`src/sv/lpr_pkg.sv`:
```
// Shared types and constants of the line point rasterizer.
`default_nettype none

package lpr_pkg;

  localparam int COORD_BITS = 12;
  // Rounding remainder: below 2*dx before a column step, plus 2*dy after it.
  localparam int REM_BITS   = COORD_BITS + 2;

  typedef logic [COORD_BITS-1:0] coord_t;
  typedef logic [REM_BITS-1:0]   rem_t;

  typedef enum logic {
    CMD_LOAD    = 1'b0,
    CMD_ADVANCE = 1'b1
  } cmd_code_t;

  // Classified command word passed from the front end to the back end.
  typedef struct packed {
    logic   load;
    coord_t left_x;
    coord_t left_y;
    coord_t right_x;
    coord_t right_y;
    logic   falling;
    logic   vertical;
    coord_t dx;
    coord_t dy;
  } op_t;

  // Pixel word waiting in the result queue.
  typedef struct packed {
    coord_t x;
    coord_t y;
    logic   last;
  } pix_t;

endpackage

`default_nettype wire

```
`src/sv/lpr_front.sv`:
```
// Front end: accept commands, order endpoints, and queue classified words.
`default_nettype none

module lpr_front (
  input  wire logic                    clk,
  input  wire logic                    rst,
  input  wire logic                    push,
  output logic                         full,
  input  wire logic                    command,
  input  wire lpr_pkg::coord_t         start_x,
  input  wire lpr_pkg::coord_t         start_y,
  input  wire lpr_pkg::coord_t         end_x,
  input  wire lpr_pkg::coord_t         end_y,
  output logic                         op_valid,
  output lpr_pkg::op_t                 op,
  input  wire logic                    op_take
);

  lpr_pkg::op_t    classified;
  lpr_pkg::op_t    slots [2];
  logic [1:0]      count;
  logic [1:0]      count_next;
  logic            wr_ptr;
  logic            rd_ptr;
  logic            push_ok;
  logic            pop_ok;
  logic            swap;

  // Order endpoints; equal x takes the second endpoint as the left one.
  always_comb begin
    swap = !(start_x < end_x);
    classified.load     = (command == lpr_pkg::CMD_LOAD);
    classified.left_x   = swap ? end_x   : start_x;
    classified.left_y   = swap ? end_y   : start_y;
    classified.right_x  = swap ? start_x : end_x;
    classified.right_y  = swap ? start_y : end_y;
    classified.falling  = !(classified.left_y < classified.right_y);
    classified.vertical = (classified.left_x == classified.right_x);
    classified.dx       = classified.right_x - classified.left_x;
    classified.dy       = classified.falling ? (classified.left_y - classified.right_y)
                                             : (classified.right_y - classified.left_y);
  end

  assign full     = (count == 2'd2);
  assign op_valid = (count != 2'd0);
  assign op       = slots[rd_ptr];
  assign push_ok  = push && !full;
  assign pop_ok   = op_take && op_valid;

  always_comb begin
    count_next = count;
    if (push_ok && !pop_ok) begin
      count_next = count + 2'd1;
    end else if (!push_ok && pop_ok) begin
      count_next = count - 2'd1;
    end
  end

  always_ff @(posedge clk) begin
    if (rst) begin
      count  <= 2'd0;
      wr_ptr <= 1'b0;
      rd_ptr <= 1'b0;
    end else begin
      count <= count_next;
      if (push_ok) begin
        wr_ptr <= !wr_ptr;
      end
      if (pop_ok) begin
        rd_ptr <= !rd_ptr;
      end
    end
  end

  always_ff @(posedge clk) begin
    if (push_ok) begin
      slots[wr_ptr] <= classified;
    end
  end

endmodule

`default_nettype wire

```
`src/sv/lpr_back.sv`:
```
// Back end: walk the loaded line one pixel per advance and queue the pixels.
`default_nettype none

module lpr_back (
  input  wire logic                    clk,
  input  wire logic                    rst,
  input  wire logic                    op_valid,
  input  wire lpr_pkg::op_t            op,
  output logic                         op_take,
  output logic                         empty,
  input  wire logic                    pop,
  output lpr_pkg::pix_t                head
);

  // Line state.
  lpr_pkg::coord_t right_x;
  lpr_pkg::coord_t right_y;
  logic            falling;
  logic            vertical;
  lpr_pkg::coord_t column;
  lpr_pkg::coord_t row;
  lpr_pkg::coord_t dx;
  lpr_pkg::coord_t dy;
  lpr_pkg::rem_t   rem;
  logic            filling;
  logic            active;

  lpr_pkg::coord_t column_next;
  lpr_pkg::coord_t row_next;
  lpr_pkg::rem_t   rem_next;
  logic            filling_next;
  logic            active_next;

  lpr_pkg::rem_t   dx2;
  lpr_pkg::rem_t   dx4;
  lpr_pkg::rem_t   dy2;
  lpr_pkg::rem_t   rem_sum;
  lpr_pkg::coord_t row_step;

  // Result queue.
  lpr_pkg::pix_t   slots [2];
  lpr_pkg::pix_t   pix;
  logic [1:0]      count;
  logic [1:0]      count_next;
  logic            wr_ptr;
  logic            rd_ptr;
  logic            emit;
  logic            pop_ok;

  assign dx2      = {1'b0, dx, 1'b0};
  assign dx4      = {dx, 2'b00};
  assign dy2      = {1'b0, dy, 1'b0};
  assign rem_sum  = rem + dy2;
  assign row_step = falling ? (row - lpr_pkg::coord_t'(1)) : (row + lpr_pkg::coord_t'(1));

  // Take a word only when a pixel it may produce has room.
  assign op_take = op_valid && (count != 2'd2);
  assign emit    = op_take && !op.load && active;

  always_comb begin
    column_next  = column;
    row_next     = row;
    rem_next     = rem;
    filling_next = filling;
    active_next  = active;
    pix.x        = column;
    pix.y        = row;
    pix.last     = 1'b0;
    if (vertical) begin
      if (row == right_y) begin
        pix.last    = 1'b1;
        active_next = 1'b0;
      end else begin
        row_next = row_step;
      end
    end else if (filling) begin
      // Remainder below 4*dx: this row is the last one of the gap.
      row_next = row_step;
      rem_next = rem - dx2;
      if (rem < dx4) begin
        filling_next = 1'b0;
        column_next  = column + lpr_pkg::coord_t'(1);
      end
    end else if (column == right_x) begin
      pix.last    = 1'b1;
      active_next = 1'b0;
    end else if (rem_sum >= dx4) begin
      // Next column's row is two or more away: fill the gap first.
      filling_next = 1'b1;
      row_next     = row_step;
      rem_next     = rem_sum - dx2;
    end else if (rem_sum >= dx2) begin
      column_next = column + lpr_pkg::coord_t'(1);
      row_next    = row_step;
      rem_next    = rem_sum - dx2;
    end else begin
      column_next = column + lpr_pkg::coord_t'(1);
      rem_next    = rem_sum;
    end
  end

  always_ff @(posedge clk) begin
    if (rst) begin
      active  <= 1'b0;
      filling <= 1'b0;
    end else if (op_take) begin
      if (op.load) begin
        active  <= 1'b1;
        filling <= 1'b0;
      end else if (active) begin
        active  <= active_next;
        filling <= filling_next;
      end
    end
  end

  always_ff @(posedge clk) begin
    if (op_take) begin
      if (op.load) begin
        right_x  <= op.right_x;
        right_y  <= op.right_y;
        falling  <= op.falling;
        vertical <= op.vertical;
        column   <= op.left_x;
        row      <= op.left_y;
        dx       <= op.dx;
        dy       <= op.dy;
        rem      <= {2'b00, op.dx} - {{(lpr_pkg::REM_BITS-1){1'b0}}, op.falling};
      end else if (active) begin
        column <= column_next;
        row    <= row_next;
        rem    <= rem_next;
      end
    end
  end

  // Two-entry result queue.
  assign empty  = (count == 2'd0);
  assign head   = slots[rd_ptr];
  assign pop_ok = pop && !empty;

  always_comb begin
    count_next = count;
    if (emit && !pop_ok) begin
      count_next = count + 2'd1;
    end else if (!emit && pop_ok) begin
      count_next = count - 2'd1;
    end
  end

  always_ff @(posedge clk) begin
    if (rst) begin
      count  <= 2'd0;
      wr_ptr <= 1'b0;
      rd_ptr <= 1'b0;
    end else begin
      count <= count_next;
      if (emit) begin
        wr_ptr <= !wr_ptr;
      end
      if (pop_ok) begin
        rd_ptr <= !rd_ptr;
      end
    end
  end

  always_ff @(posedge clk) begin
    if (emit) begin
      slots[wr_ptr] <= pix;
    end
  end

endmodule

`default_nettype wire

```
`src/sv/line_point_rasterizer.sv`:
```
// Top level of the line point rasterizer: front end, command queue, back end.
//
//  channel   words carried                               handshake
//  -------   ------------------------------------------  -----------------------
//  command   command, start_x, start_y, end_x, end_y      push / full
//  pixel     pixel_x, pixel_y, last_pixel                 pop / empty
//
// One command word is taken per cycle while full is low. The front end orders
// the endpoints, works out dx, dy and the slope direction and drops the word
// into a two-entry queue. The back end takes one word per cycle while the
// pixel queue has room, so an advance yields one pixel per cycle; the rounding
// remainder update (adds and compares against 2*dx and 4*dx) is combinational.
// Reset (rst, synchronous) empties both queues and drops any loaded line.
// A stalled pixel queue holds the back end; the command queue then fills and
// raises full once it holds two words.
`default_nettype none

module line_point_rasterizer (
  input  wire logic                    clk,
  input  wire logic                    rst,
  input  wire logic                    push,
  output logic                         full,
  input  wire logic                    command,
  input  wire lpr_pkg::coord_t         start_x,
  input  wire lpr_pkg::coord_t         start_y,
  input  wire lpr_pkg::coord_t         end_x,
  input  wire lpr_pkg::coord_t         end_y,
  output logic                         empty,
  input  wire logic                    pop,
  output lpr_pkg::coord_t              pixel_x,
  output lpr_pkg::coord_t              pixel_y,
  output logic                         last_pixel
);

  logic          op_valid;
  logic          op_take;
  lpr_pkg::op_t  op;
  lpr_pkg::pix_t head;

  lpr_front u_front (
    .clk      (clk),
    .rst      (rst),
    .push     (push),
    .full     (full),
    .command  (command),
    .start_x  (start_x),
    .start_y  (start_y),
    .end_x    (end_x),
    .end_y    (end_y),
    .op_valid (op_valid),
    .op       (op),
    .op_take  (op_take)
  );

  lpr_back u_back (
    .clk      (clk),
    .rst      (rst),
    .op_valid (op_valid),
    .op       (op),
    .op_take  (op_take),
    .empty    (empty),
    .pop      (pop),
    .head     (head)
  );

  // Drive the oldest waiting pixel onto the result ports.
  assign pixel_x    = head.x;
  assign pixel_y    = head.y;
  assign last_pixel = head.last;

endmodule

`default_nettype wire
```
`config.mk`:
```
export PLATFORM = sky130hd
export DESIGN_NAME = line_point_rasterizer
export DESIGN_NICKNAME = d
export VERILOG_FILES = /design/src/sv/lpr_pkg.sv /design/src/sv/lpr_front.sv /design/src/sv/lpr_back.sv /design/src/sv/line_point_rasterizer.sv
export SDC_FILE = /design/constraint.sdc
export NUM_CORES = 1
export LEC_CHECK = 0
export ABC_AREA = 0
export BUFFER_PORTS_ARGS = -buffer_cell sky130_fd_sc_hd__buf_4
export CORE_UTILIZATION = 40
export DETAILED_ROUTE_END_ITERATION = 6
export GPL_TIMING_DRIVEN = 0
export SKIP_LAST_GASP = 1
export SLEW_MARGIN = 0
export SYNTH_ARGS = -nofsm -noshare
export SYNTH_HDL_FRONTEND = slang
export SYNTH_SLANG_ARGS = --single-unit
```
`constraint.sdc`:
```
create_clock -name clk -period 4.75 [get_ports clk]
set_input_delay 0.475 -clock clk [delete_from_list [all_inputs] [get_ports clk]]
set_output_delay 0.475 -clock clk [all_outputs]
set_load 0.05 [all_outputs]
```
Yosys cells after proc, flatten, opt, wreduce, memory -nomap -nowiden
Memory sizes are Yosys's and may differ from the RTL's. A register that Yosys moved wholly into a read port is not among the register bits. Cells that the tools add are included.

Add/sub/neg operators: 14. Order comparisons: 5. Equal/unequal tests: 11. Mux-type cells: 57. Bitwise logic cells: 1. Reduce and logical (&&, ||, !) cells: 33.

Operator list (count): $mux 12 (21); $mux 14 (7); $eq 12x12->1 (3); $sub 12x12->12 (3); $sub 14x13->14 (2); $mux 1 (25); $add 12x1->12 const B (2); $lt 12x12->1 (2); $add 14x13->14 (1); $ge 14x13->1 (1); $ge 14x14->1 (1); $lt 14x14->1 (1); $sub 12x1->13 (1); $logic_not 1->1 (12); $sub 12x1->12 const B (1); $logic_and 1x1->1 (10); $mux 2 (4); $reduce_bool 2->1 (4); $ne 3x1->1 const B (2); $ne 3x2->1 const B (2); $reduce_and 6->1 (1); $reduce_and 5->1 (1); $reduce_bool 5->1 (1); $add 2x1->2 const B (2); other kinds (10) (11).

Register bits after elaboration: 98. Bits in writable memories: 200. Output and inout port bits: 27. Logic and storage cells: 140. Memories kept: 2.

Memories: u_front.slots (words 2, width 75, read ports 1, clocked after Yosys merged registers in 1, write ports 1, line lpr_front.sv:20) `lpr_pkg::op_t slots [2];`; u_back.slots (words 2, width 25, read ports 1, clocked after Yosys merged registers in 1, write ports 1, line lpr_back.sv:41) `lpr_pkg::pix_t slots [2];`.

Logic depth before layout (Yosys ltp)
Gate-level depths: netlist (run 1).

Depth in word-level cells: 9. Depth in mapped cells: 22. Gate-level depth less buffers: 19.

Cells and area by module
A second synthesis (run 1) with hierarchy kept.

Cell total of the unflattened synthesis: 1467. Area, all modules: 17008.8 sq um.

Modules (own cells, without submodules): lpr_back (instances 1, cells an instance 760, area an instance 8697.1 sq um, seq. area each 4284.1 sq um); lpr_front (instances 1, cells an instance 707, area an instance 8311.7 sq um, seq. area each 4604.4 sq um).

Worst setup path after synthesis (run 1)
No wires, ideal clock.

Path kind: flip-flop to flip-flop. Start: register u_back.rem[2]. End: register u_back.row[0], enable pin. Library setup time: 396 ps. Arrival: 4197 ps. Required time: 4354 ps. Slack: 157 ps. Stages on the path, launching flop included: 17. Cell sequence: edfxtp_1 > ha_1 > a21o_1 > a21oi_1 > o21ai_0 > a31oi_1 > nor2b_1 > o21a_1 > o41ai_1 > xnor2_1 > ha_1 > o21a_1 > o21ai_0 > o41ai_2 > or4_4 > nor4_1 > nor3_1.

Word-level cells in the longest chain between the ends: 4. Elaborated cells on any way between the ends: 5.

Ends and longest elaborated chain: start: declaration (line lpr_back.sv:24) `lpr_pkg::rem_t rem;`; start signal: assignment (line lpr_back.sv:128) `rem <= {2'b00, op.dx} - {{(lpr_pkg::REM_BITS-1){1'b0}}, op.falling};`; start signal: assignment (line lpr_back.sv:132) `rem <= rem_next;`; $add 14x13->14 * (line lpr_back.sv:53) `assign rem_sum = rem + dy2;`; $ge 14x13->1 or $ge 14x14->1 (tied branches) (line lpr_back.sv:92, lpr_back.sv:87); $reduce_bool 5->1 (no line) *; $reduce_and 5->1 (no line) *; end signal: assignment (line lpr_back.sv:125) `row <= op.left_y;`; end signal: assignment (line lpr_back.sv:131) `row <= row_next;`; end: declaration (line lpr_back.sv:21) `lpr_pkg::coord_t row;`.

Mark *: on every way between the ends. The rest lies on a longest branch, timed or not. A chain may end at the register's enable or synchronous reset.

Worst setup path after layout (run 1)
Start: register u_back.rem[2]. End: register u_back.rem[4] (data pin).

Word-level cells in the longest chain between the ends: 9. Elaborated cells on any way between the ends: 12.

Ends and longest elaborated chain: $add 14x13->14 (line lpr_back.sv:53); $sub 14x13->14 or $ge 14x13->1 (tied branches) (line lpr_back.sv:91, lpr_back.sv:95, lpr_back.sv:92); $mux 14 (line lpr_back.sv:92) `end else if (rem_sum >= dx2) begin`; $mux 14 (line lpr_back.sv:87) `end else if (rem_sum >= dx4) begin`; $mux 14 (line lpr_back.sv:84) `end else if (column == right_x) begin`; $mux 14 * (line lpr_back.sv:76) `end else if (filling) begin`; $mux 14 * (line lpr_back.sv:69) `if (vertical) begin`; $mux 14 * (line lpr_back.sv:129) `end else if (active) begin`; $mux 14 * (line lpr_back.sv:119) `if (op.load) begin`.

Mark *: on every way between the ends. The rest lies on a longest branch, timed or not. The select of a mux whose other input is x is not followed.

==> out/qor.txt, run 1 <==
Status - finished, violations left
Failing checks - DRC
Setup TNS - 0 ns
Hold Vio Cnt, Final - 0
Synth warn - 0
Avg Cell Area, Syn - 11.72 um^2
Routed Antenna Nets - 0
DR WL/cell - 20.12 um
Slew headroom - 20.80%
Rows - 74
Drt drc - 3
Sink Count - 300
Critical path startpoint - u_back.rem[2]
Synth area leaders - edfxtp_1, ha_1, mux2_2
Layout cells sized above 1 - 17.91%
Mapped cell area - 16790 um^2
Clock latency on the worst-skew pair - 0.57 ns
Post-synth top flop - edfxtp_1
RD Place Congestion - 0.8869
Crit path DAT - 5.04 ns
Final WL - 42.62 mm
Startpoint Class - flop
Net Count, Synth - 1579
R2R Path Start - u_back.rem[2]
CP Capture Point - u_back.rem[4]
Min-delay worst type - in -> reg
Cells after Synth - 1433
Yosys cell types - 94
Crit. End Element - flop
Setup violators final - 0
Sequential area share after synthesis - 52.93%
First-pass GRT wire length - 65.45 mm
Drt pass-1 iters - 7
TritonCTS Buffers - 31
Worst Tran Pin Value - 1.188 ns
H-Tree Depth - 1
Util after Layout - 47.30%
I/O Buffers - 78
Die width - 206.9 um
Reg2reg path depth - 20
Area Growth Syn to Fin - 15.80%
Worst EP required - 5.06 ns
Clk slew on worst S/H paths - 0.07 ns
Drt initial violations - 900
Final min period - 4.732 ns
IO Pins - 80
Initial antenna violation count - 0
Vias - 11587
Max cap viols - 0
Largest net degree at the start of global routing - 40
Vias in the first global route - 11401
Drt via density - 5.471
Power Density - 738.7 nW/um^2
RR Endpoint - u_back.rem[4]
Place WS - -1.071 ns
Total gr overflow - 0
Die extent in y - 206.9 um
Final worst path period share - 99.61%
Critical-path maximum fanout - 5
CP Class - reg -> reg
Synth top area share - 51.50%
Synth area leader - edfxtp_1
Starting Density - 40.85%
CTS root buf - clkbuf_16
Post-synth EDFFs - 288
Filler cells - 3706
DIE AREA - 42810 um^2
FF-to-FF setup slack - 0.02 ns
F_max - 211.3 MHz
Ys async rst share - 0%
Fin nets - 1708
Leak Pwr - 0.007219 uW
RSZ-0062 raised after global routing - true
Clock tree buffer depth - 3
GRT Total Usage - 20.07%
Pins Over Slew Limit - 0
Post-Route Skew - 0.01934 ns
Ant. Diodes - 0
Setup ws final - 0.01849 ns
Max rail drop VDD - 0.4225 mV
Core area - 41110 um^2
DPL Wire Length - 32.10 mm
Synthesis-stage register bit count - 300
TritonCTS clock tree - done
final cells by class:
type	count	area (um^2)	area share, %
Clock inverter	22	185.2	0.9523
Tap cell	532	665.6	3.423
Sequential cell	300	8889	45.71
Buffer	44	229.0	1.177
Multi-Input combinational cell	1012	7585	39.00
Clock buffer	35	790.8	4.066
Inverter	78	292.8	1.506
Timing Repair Buffer	95	809.5	4.163
cells in the final DEF (no fill, tap or decap), drive strengths merged, types with 20 or more instances in the layout:
cell type / instances
xnor2: 67
mux2i: 41
nand2b: 20
o21ai: 100
ha: 89
nand3: 27
nor2b: 26
nor3: 24
a21oi: 72
nor2: 87
edfxtp: 288
nand2: 122
mux2: 74
clkbuf: 64
buf: 110
xor2: 47
inv: 81
per-stage QoR:
stage / std cells / hold slack, ns / total power (uW) / area, um^2
final: 2118 / 0.09937 / 14370 / 19450
after global routing: 2118 / 0.08498 / 15370 / 19450
after CTS: 2111 / 0.06914 / 13830 / 19250
after detailed placement: 2050 / 0.4872 / 11340 / 18220
after global placement: 2043 / 0.4866 / 11190 / 18040
after floorplan: 1433 / 0.4694 / 9465 / 16790
worst max-delay path: stages (launching register included):
cell      delay (ns)
edfxtp_1        0.43
ha_1            0.30
a21o_1          0.19
a21oi_2         0.19
o21ai_1         0.10
a31oi_1         0.24
nor2b_1         0.08
o21a_1          0.20
o41ai_2         0.33
xnor2_1         0.20
ha_1            0.29
o21a_1          0.12
o21ai_2         0.15
nor2_1          0.07
nor2_2          0.15
o41ai_4         0.10
or4_4           0.59
nor2_8          0.24
buf_6           0.16
nor3_1          0.06
a311o_1         0.31
metal layers:
layer | track usage, % | vias to the layer above | share of wire, % | wire (um)
li1 | - | 5609 | - | -
met1 | 29.32 | 5622 | 48 | 20650
met2 | 32.08 | 296 | 45 | 19130
met3 | 2.009 | 60 | 4.5 | 1930
met4 | 4.640 | 0 | 2.1 | 908
met5 | 0 | - | 0 | 0
synthesized netlist by cell type (8+ instances only):
cell type	number
dfxtp_1	12
maj3_1	10
xor2_1	47
nand3_1	25
o21a_1	10
xnor2_1	65
or3_1	13
nor2b_1	24
nor2_1	86
mux2_2	73
clkbuf_1	26
o21ai_0	93
nor3_1	22
inv_1	77
a31oi_1	12
a21oi_1	68
nor4_1	10
a211oi_1	8
nand4_1	9
and3_1	12
edfxtp_1	288
nand2_1	122
mux2i_1	40
nand2b_1	20
a21o_1	13
a221oi_1	8
ha_1	89
cells by family after synthesis:
kind of cell             synth area share [%]
AND/OR/NAND/NOR                         11.00
AO/OA/AOI/OAI                           11.84
flip-flops                              52.93
buffers and inverters                   2.995
multiplexers                            7.428
XOR/XNOR                                6.035
adder cells (fa/ha/maj)                 7.771
flip-flops by register name, summed over array words and instances (netlist names), named ones only:
signal and cells:
u_back.filling 1, u_back.dx 12, u_back.dy 12, u_back.active 1
u_front.rd_ptr 1, u_back.falling 1, u_back.right_x 12, u_back.count 2
u_front.count 2, u_back.slots 50, u_back.vertical 1, u_front.wr_ptr 1
u_back.row 12, u_back.rd_ptr 1, u_back.wr_ptr 1, u_back.column 12
u_back.right_y 12, u_back.rem 14, u_front.slots 150
how the worst min path moves through the flow:
stage | startpoint | to | slack, ns | depth (start not counted)
floorplan | u_back.active | u_back.active | 0.47 | 2
detailed placement | u_back.rd_ptr | u_back.rd_ptr | 0.49 | 2
CTS | rst | u_back.active | 0.07 | 2
finish | rst | u_back.active | 0.1 | 2
global route | rst | u_back.active | 0.08 | 2
global placement | u_front.count[1] | u_front.count[1] | 0.49 | 2
where the power goes:
group / internal, uW / switching, uW / total [uW]
registers: 3910 / 415 / 4320
logic: 3270 / 4420 / 7690
clock network: 1310 / 1040 / 2350
repair_timing:
action	in CTS	in global routing
endpoints found under the setup margin	44	36
setup buffers	4	7
gates cloned	0	1
pin swaps	4	14
hold buffers	0	0
resized for setup	6	30
(Power assumes the default switching activity.)
==> run 2, diff against run 1 <==
--- a/config.mk
+++ b/config.mk
@@ -7,9 +7,13 @@
 export LEC_CHECK = 0
 export ABC_AREA = 0
 export BUFFER_PORTS_ARGS = -buffer_cell sky130_fd_sc_hd__buf_4
+export CELL_PAD_IN_SITES_DETAIL_PLACEMENT = 0
+export CELL_PAD_IN_SITES_GLOBAL_PLACEMENT = 1
 export CORE_UTILIZATION = 40
+export CTS_CLUSTER_SIZE = 14
 export DETAILED_ROUTE_END_ITERATION = 6
 export GPL_TIMING_DRIVEN = 0
+export PLACE_DENSITY_LB_ADDON = 0.1
 export SKIP_LAST_GASP = 1
 export SLEW_MARGIN = 0
 export SYNTH_ARGS = -nofsm -noshare
==> out/qor.txt, run 2 (synthesized netlist as in run 1, its figures left out) <==
Status - finished, violations left
Failing checks - DRC
Drt drc - 2 (-1)
Crit. End Element - flop
Drt initial violations - 872 (-3.1%)
Final WL - 44.02 mm (+3.3%)
Clock tree buffer depth - 3 (unchanged)
Pins Over Slew Limit - 0 (unchanged)
Core area - 41110 um^2 (unchanged)
Die extent in y - 206.9 um (unchanged)
Slew headroom - 22.33% (+1.5 points)
I/O Buffers - 78 (unchanged)
GRT Total Usage - 20.84% (+0.77 points)
Die width - 206.9 um (unchanged)
Layout cells sized above 1 - 18.09% (+0.18 points)
Setup violators final - 0 (unchanged)
Rows - 74 (unchanged)
IO Pins - 80 (unchanged)
Clk slew on worst S/H paths - 0.06 ns (about the same)
Most common cell after layout, fill and taps aside - edfxtp_1
Startpoint Class - flop
Sink Count - 300 (unchanged)
Register with the most flip-flops - u_front.slots
Final worst path period share - 98.56% (-1.1 points)
CP Class - reg -> reg
DIE AREA - 42810 um^2 (unchanged)
TritonCTS Buffers - 34 (+9.7%)
Util after Layout - 47.41% (+0.11 points)
CTS Hold Bufs - 0 (unchanged)
Most frequent cells in the layout - edfxtp_1, nand2_1, buf_4
Biggest regs - u_front.slots x150, u_back.slots x50, u_back.rem x14
Met2 Wirelength - 19.64 mm (+2.6%)
CTS root buf - clkbuf_16
RSZ-0062 raised after global routing - true
Post-Route M1 WL - 21.81 mm (+5.7%)
Area Growth Syn to Fin - 16.06%
Leak Pwr - 0.007244 uW (+0.34%)
F_max - 213.6 MHz (+1.1%)
First-pass GRT wire length - 66.44 mm (+1.5%)
Hold Vio Cnt, Final - 0 (unchanged)
Clock latency on the worst-skew pair - 0.53 ns (-0.04 ns)
DPL Wire Length - 33.43 mm (+4.1%)
TritonCTS clock tree - done
Initial antenna violation count - 2 (+2)
Drt via density - 5.340 (-2.4%)
Vias - 11342 (-2.1%)
Ant. Diodes - 0 (unchanged)
Worst EP required - 4.98 ns (-0.08 ns)
Vias in the first global route - 10971 (-3.8%)
Total gr overflow - 0 (unchanged)
Max cap viols - 0 (unchanged)
Post-Route Skew - 0.02581 ns (+0.006464 ns)
Final min period - 4.681 ns (-0.05002 ns)
Min-delay worst type - in -> reg
Max layer used - met4
Starting Density - 40.85% (unchanged)
Max reg flops - 150 (unchanged)
RD Place Congestion - 0.8570 (-3.4%)
Met3 wire len - 1.746 mm (-9.5%)
Largest net degree at the start of global routing - 41 (+2.5%)
Worst Tran Pin Value - 1.165 ns (-0.02296 ns)
H-Tree Depth - 2 (+1)
Max rail drop VDD - 0.3602 mV (-15%)
Crit path DAT - 4.91 ns (-0.13 ns)
Power Density - 735.1 nW/um^2 (-0.49%)
DR WL/cell - 20.72 um (+3.0%)
Fin nets - 1713 (+0.29%)
Drt pass-1 iters - 7 (unchanged)
Critical-path maximum fanout - 6 (+1)
Routed Antenna Nets - 0 (unchanged)
Setup TNS - 0 ns (unchanged)
-- run 2: changes by cell type in the layout (fill, tap and decap cells not counted), moves of 3 or more --
cell / previous run / this run
clkbuf_16: 31 / 34
clkbuf_1: 28 / 31
mux2i_1: 37 / 40
buf_4: 90 / 93
buf_12: 3 / 6
-- run 2: what timing repair did --
item,in CTS,in global routing
resized for setup,11,27
buffers inserted,10,5
pin swaps,7,7
setup endpoints to repair,57,45
-- run 2: layer usage --
metal	up-vias	GRT usage, %
li1	5613	-
met1	5431	30.65
met2	251	32.38
met3	47	2.951
met4	0	4.927
met5	-	0
-- run 2: final timing paths --
check | start | end | slack (ns) | cells past startpoint
max | u_back.rem[2] | u_back.rem[2] | 0.07 | 19
min | rst | u_back.active | 0.14 | 2
max reg2reg | u_back.rem[2] | u_back.rem[2] | 0.07 | 19
min reg2reg | u_back.rd_ptr | u_back.rd_ptr | 0.52 | 2
-- run 2: cell type report --
cell class | count | area [um^2]
inverters | 78 | 292.8
clock inverters | 20 | 148.9
multi-input cells | 1011 | 7556
flip-flops and latches | 300 | 8889
plain buffers | 44 | 226.5
clock buffers | 41 | 877.1
fillers | 3820 | 21620
well taps | 532 | 665.6
repair buffers | 98 | 834.6
-- run 2: power by group --
group | total, uW | internal [uW] | switching, uW | leakage (uW)
clock network | 2400 | 1340 | 1060 | 0.000481
logic | 7600 | 3230 | 4380 | 0.00399
registers | 4330 | 3910 | 417 | 0.00277
total | 14300 | 8470 | 5850 | 0.00724
-- run 2: stage by stage --
stage	worst slack (ns)	instance area, um^2	std cells	power (uW)	hold slack (ns)
CTS	0.0008797	19340	2119	14140	0.1068
detailed placement	-0.9331	18180	2048	11390	0.5059
finish	0.06851	19490	2124	14330	0.1392
global placement	-1.745	18040	2043	11310	0.4841
floorplan	0.1570	16790	1433	9465	0.4694
global route	-0.1156	19490	2124	15330	0.1221
-- run 2: worst max-delay path, stage by stage (launching register included) --
cell,delay [ns]
edfxtp_1,0.42
ha_1,0.31
a21o_1,0.21
a21oi_4,0.19
o21ai_2,0.09
a31oi_2,0.21
buf_4,0.14
buf_4,0.09
buf_4,0.09
buf_4,0.09
xnor2_1,0.10
ha_1,0.24
or3_1,0.35
a211oi_2,0.44
o41ai_4,0.14
or4_4,0.56
nor2_8,0.19
buf_6,0.14
mux2i_1,0.23
o221ai_1,0.16
